## config.mk

```make
export PLATFORM = sky130hd
export DESIGN_NAME = qslerp_div
export DESIGN_NICKNAME = d
export VERILOG_FILES = /design/src/qslerp_pkg.sv /design/src/qslerp_div.sv
export SDC_FILE = /design/constraint.sdc
export NUM_CORES = 2
export LEC_CHECK = 0
export ABC_CLOCK_PERIOD_IN_PS = 3850
export BUFFER_PORTS_ARGS = -buffer_cell sky130_fd_sc_hd__buf_4
export CORE_UTILIZATION = 45
export CTS_CLUSTER_SIZE = 28
export DETAILED_ROUTE_END_ITERATION = 8
export PLACE_DENSITY_LB_ADDON = 0.2
export SLEW_MARGIN = 20
export SYNTH_ARGS = -nofsm -noshare
export SYNTH_HDL_FRONTEND = slang
export SYNTH_SLANG_ARGS = --single-unit
export TNS_END_PERCENT = 5
```

## constraint.sdc

```tcl
create_clock -name aclk -period 3.85 [get_ports aclk]
set_input_delay 0.1925 -clock aclk [delete_from_list [all_inputs] [get_ports aclk]]
set_output_delay 0.1925 -clock aclk [all_outputs]
set_load 0.05 [all_outputs]
```

## src/qslerp_pkg.sv

```systemverilog
`default_nettype none

package qslerp_pkg;

    // Fraction bits of the slerp weights.
    localparam int FRAC_BITS = 15;
    // Fraction bits of the blend factor and of the quaternion components.
    localparam int BLEND_BITS = 15;
    localparam int BLEND_W = BLEND_BITS + 2;
    localparam logic [BLEND_W-1:0] BLEND_ONE = BLEND_W'(1) << BLEND_BITS;

    localparam int COMP_W = 16;
    localparam int PROD_W = 2 * COMP_W;
    // Dot product of four products, and its magnitude.
    localparam int DOT_W = PROD_W + 2;
    localparam int COSA_W = DOT_W - 1;
    // Cosine and sine of a unit angle, Q.30, nonnegative.
    localparam int SINE_W = 31;
    localparam int SQ_W = 2 * SINE_W - 1;
    localparam int SQRT_STEPS = SINE_W;

    localparam int CORDIC_STEPS = 30;
    localparam int CORDIC_W = 35;
    localparam int ANG_W = 34;
    localparam logic [30:0] CORDIC_GAIN = 31'd652032874;
    localparam logic [30:0] ATAN_Q30 [CORDIC_STEPS] = '{
        31'd843314856, 31'd497837829, 31'd263043836, 31'd133525158, 31'd67021686,
        31'd33543515, 31'd16775850, 31'd8388437, 31'd4194282, 31'd2097149,
        31'd1048575, 31'd524287, 31'd262143, 31'd131071, 31'd65535,
        31'd32767, 31'd16383, 31'd8191, 31'd4095, 31'd2047,
        31'd1023, 31'd511, 31'd255, 31'd127, 31'd63,
        31'd31, 31'd15, 31'd8, 31'd4, 31'd2
    };

    // Weights are clamped to plus or minus four.
    localparam int DIV_STEPS = FRAC_BITS + 4;
    localparam int WGT_W = FRAC_BITS + 4;
    localparam int DIV_LAT = DIV_STEPS + 2;

    // Data that travels alongside the arithmetic of every stage.
    typedef struct packed {
        logic [3:0][COMP_W-1:0] a;
        logic [3:0][COMP_W-1:0] b;
        logic [BLEND_W-1:0]     t;
        logic                   neg;
        logic                   lin;
        logic [SINE_W-1:0]      sine;
    } side_t;

endpackage

`default_nettype wire

```

## src/qslerp_div.sv

```systemverilog
`default_nettype none

// Restoring divider for one weight: (num * 2^FRAC_BITS) / den, truncated toward
// zero and clamped to plus or minus four. One quotient bit per stage.
module qslerp_div (
    input  logic                                   aclk,
    input  logic                                   en,
    input  logic signed [qslerp_pkg::CORDIC_W-1:0] num,
    input  logic [qslerp_pkg::SINE_W-1:0]          den,
    output logic signed [qslerp_pkg::WGT_W-1:0]    weight
);

    localparam int RW = qslerp_pkg::CORDIC_W + qslerp_pkg::FRAC_BITS + 1;
    localparam int QW = qslerp_pkg::DIV_STEPS;
    localparam logic [QW-1:0] LIM = QW'(1) << (qslerp_pkg::FRAC_BITS + 2);

    logic [qslerp_pkg::CORDIC_W-1:0] mag;
    logic [RW-1:0] rem0_reg;
    logic [qslerp_pkg::SINE_W-1:0] den0_reg;
    logic sign0_reg, ovf0_reg;

    logic [RW-1:0]                 rem_reg  [QW];
    logic [QW-1:0]                 q_reg    [QW];
    logic [qslerp_pkg::SINE_W-1:0] den_reg  [QW];
    logic                          sign_reg [QW];
    logic                          ovf_reg  [QW];

    logic [QW-1:0] qmag;
    logic signed [qslerp_pkg::WGT_W-1:0] weight_reg;

    // Setup: magnitude, sign and a quotient that is known to overflow.
    assign mag = (num < 0) ? qslerp_pkg::CORDIC_W'(-num) : qslerp_pkg::CORDIC_W'(num);

    always_ff @(posedge aclk) begin
        if (en) begin
            rem0_reg  <= RW'(mag) << qslerp_pkg::FRAC_BITS;
            den0_reg  <= den;
            sign0_reg <= num < 0;
            ovf0_reg  <= RW'(mag) >= (RW'(den) << (QW - qslerp_pkg::FRAC_BITS));
        end
    end

    for (genvar k = 0; k < QW; k++) begin : g_step
        localparam int J = QW - 1 - k;
        logic [RW-1:0] rem_in, sub;
        logic [QW-1:0] q_in;
        logic [qslerp_pkg::SINE_W-1:0] den_in;
        logic sign_in, ovf_in;

        if (k == 0) begin : g_first
            assign rem_in  = rem0_reg;
            assign q_in    = '0;
            assign den_in  = den0_reg;
            assign sign_in = sign0_reg;
            assign ovf_in  = ovf0_reg;
        end else begin : g_next
            assign rem_in  = rem_reg[k-1];
            assign q_in    = q_reg[k-1];
            assign den_in  = den_reg[k-1];
            assign sign_in = sign_reg[k-1];
            assign ovf_in  = ovf_reg[k-1];
        end

        assign sub = RW'(den_in) << J;

        always_ff @(posedge aclk) begin
            if (en) begin
                if (rem_in >= sub) begin
                    rem_reg[k] <= rem_in - sub;
                    q_reg[k]   <= q_in | (QW'(1) << J);
                end else begin
                    rem_reg[k] <= rem_in;
                    q_reg[k]   <= q_in;
                end
                den_reg[k]  <= den_in;
                sign_reg[k] <= sign_in;
                ovf_reg[k]  <= ovf_in;
            end
        end
    end

    // Clamp the magnitude and restore the sign.
    assign qmag = (ovf_reg[QW-1] || (q_reg[QW-1] > LIM)) ? LIM : q_reg[QW-1];

    always_ff @(posedge aclk) begin
        if (en) begin
            weight_reg <= sign_reg[QW-1] ? -qslerp_pkg::WGT_W'(qmag)
                                         : qslerp_pkg::WGT_W'(qmag);
        end
    end

    assign weight = weight_reg;

endmodule

`default_nettype wire

```

==> impl_metrics.toml <==
[timing]
tightest_slew_ns = 1.17
grt_setup_unrepaired = "yes"
setup_viol = 0
fmax_ghz = 0.266
finalHoldViolCount = 0
max_slew_margin_pct = 21.8
finalCriticalPeriod_ns = 3.75
drv_slew = 0
timing.final.crit_share_pct = 97.5
finClkSkew_ns = 0.0404
timing.final.ws_setup_ns = 0.0951
whs_ns = 0.115

[setup_path]
startpoint = "rem_reg[4][8]"
start_kind = "register"
cp.arrival_ns = 4.31
critPathSlowestCell = "edfxtp_1"
cp-end-kind = "register"
crit_fanout = 6
crit_top_cell = "a211o_1"
slowest_delay_ns = 0.43
critical_path_class = "reg2reg"
cp_cell_sequence = "ha_1 > nand4_1 > nor2_2 > o221ai_1 > a211oi_2 > o21ai_1 > a211o_1 > a211o_1 > nand2b_1 > nand3_1 > xnor2_1"
crit_required_ns = 4.41
rr_startpoint = "rem_reg[4][8]"

[floorplanning]
pin_count = 87
row_count = 166
die_w_um = 458
die_area_mm2 = 0.209
core_area_mm2 = 0.205
fp.dieH_um = 458
initial_core_util_pct = 45.5

[cells_and_area]
mostFrequentLayoutCells = "edfxtp_1, nand2_1, inv_1"
area_growth_pct = 13.3
drive_gt1_share_pct = 8.80
fin_util_pct = 51.5
final_common_cell = "edfxtp_1"
stdcell_count = 11900
layout.nets = 9765
largest_reg_flops = 753

[place]
place_ws_ns = -0.379
hpwlAfterDp_um = 187000
place.port_buffers = 86
placed_cells = 11500
gp_congestion = 0.958

[clock_network]
cts_htree_levels = 4
cts.clk_slew.worst_paths_ns = 0.06
numCtsBuffers = 183
clk_latency_ns = 0.83
clockRootBuffer = "clkbuf_16"
cts_tree = "done"
max-clock-path-buffers = 3
cts_sinks = 1626

[synth]
synthFlopType = "edfxtp_1"
ys_async_sr_fraction_pct = 0
ys_seq_area_share_pct = 52.3
yosysWarnings = 0
synth_edf_count = 1626
ys_ff_latch = 1626
synth_cells = 8685
synth_area_mm2 = 0.0934
avgSynthCellArea_um2 = 10.8
syn_nets = 9392
synthDistinctLibCells = 103

[global_route]
grt_pass1_vias = 64400
grt_overflow = 0
grt_max_degree = 176
antenna_found_initial = 9
grt_pass1_wl_um = 373000
grt_use_total_pct = 22.9

[drt]
wl_per_cell_um = 20.5
drtPass1Iterations = 6
drt-total-wl_um = 245000
drtIter0Drc = 6432
vias = 67000
final_antenna_net_count = 0
via_per_inst = 5.63
drc = 0

[pwr]
ir_worst_vdd_v = 0.000519
totalPowerFinal_w = 0.0772
p_comb_share_pct = 40.7
power.share.switching_pct = 37.3
clockPowerShare_pct = 22.2
p_leak_nw = 41.4
seq_power_share_pct = 37.1
p_switching_w = 0.0288
p_int_w = 0.0484
power_density_mw_per_mm2 = 730

[run]
timing.max_cap.violations = 0

[hold_path]
hp-start = "den[25]"
hold_class = "in2reg"

[outcome]
status = "completed"
-- critical path, delay by kind of cell (launching register included) --
kind | cells | cell delay, ns
DFF | 1 | 0.43
and+or+nand+nor | 4 | 1.01
xor gates and xnor gates | 1 | 0.15
AOI/OAI and AO/OA | 5 | 1.45
adders and majority gates | 1 | 0.43
-- metrics by stage --
stage          setup TNS, ns  cell area, um2
2_1_floorplan              0           93400
3_3_place_gp          -0.380           98900
3_5_place_dp          -0.460           98900
4_1_cts                    0          106000
5_1_grt               -0.159          106000
6_report                   0          106000
-- synth_stat cells (48+ instances only) --
cell type  number  area share [%]
nor4_1         80            0.54
o21bai_1       74            0.59
ha_1          621             8.3
clkbuf_1      205            0.82
a211oi_1       59            0.47
nand3_1       162            0.87
o31ai_1        55            0.44
xnor2_1       378             3.5
and3_1         56            0.38
nor3_1        152            0.81
or3_1          71            0.48
mux2_2         57            0.69
nand2_1       841             3.4
edfxtp_1     1626              52
nor2_1        442             1.8
a21oi_1       591             3.2
o21a_1        105            0.84
xor2_1        311             2.9
nor2b_1        93            0.62
nand2b_1      118            0.79
inv_1         768             3.1
a31oi_1        48            0.32
a21o_1        285             2.3
o21ai_0       717             3.8
nand4_1       124            0.83
-- worst paths after layout --
path	to	slack [ns]	depth (start not counted)
max	rem_reg[4][95]	0.1	11
min	den0_reg[25]	0.12	2
max reg2reg	rem_reg[4][95]	0.1	11
min reg2reg	q_reg[8][16]	0.39	0
-- power by group through the flow --
stage	clock (W)	combinational, W	sequential, W
floorplan	0	0.0228	0.0272
global placement	0	0.0305	0.0290
detailed placement	0	0.0307	0.0290
CTS	0.0176	0.0311	0.0287
global route	0.0183	0.0348	0.0290
finish	0.0172	0.0314	0.0286
-- cells by family after synthesis --
| kind of cell | after synthesis | synth area share, % |
|---|---|---|
| buffers and inverters | 1024 | 4.18 |
| XOR/XNOR | 689 | 6.46 |
| AO/OA/AOI/OAI | 2265 | 15.1 |
| adder cells (fa/ha/maj) | 639 | 8.71 |
| flip-flops | 1626 | 52.3 |
| multiplexers | 65 | 0.774 |
| AND/OR/NAND/NOR | 2377 | 12.5 |
-- repair_timing --
action | 4_1_cts | 5_1_grt
pin swaps | 0 | 3
hold buffers | 87 | 0
setup buffers | 0 | 3
resized for setup | 2 | 34
hold endpoints to repair | 90 | 0
setup endpoints to repair | 10 | 173
-- cell type report --
cell class	instances	area, um2
Fill cell	18100	99700
Sequential cell	1626	48800
Multi-Input combinational cell	6035	40900
Clock buffer	223	4840
Timing Repair Buffer	443	3860
Tap cell	2688	3360
Inverter	769	2890
Clock inverter	118	1010
Antenna cell	8	20.0
-- per-layer routing --
layer,vias up,wire (um),global-route usage [%]
li1,32600,-,-
met1,32200,110000,31.4
met3,394,13800,3.68
met4,2,8370,7.99
met5,-,13,0
met2,1855,113000,36.8
(Power assumes the default switching activity.)
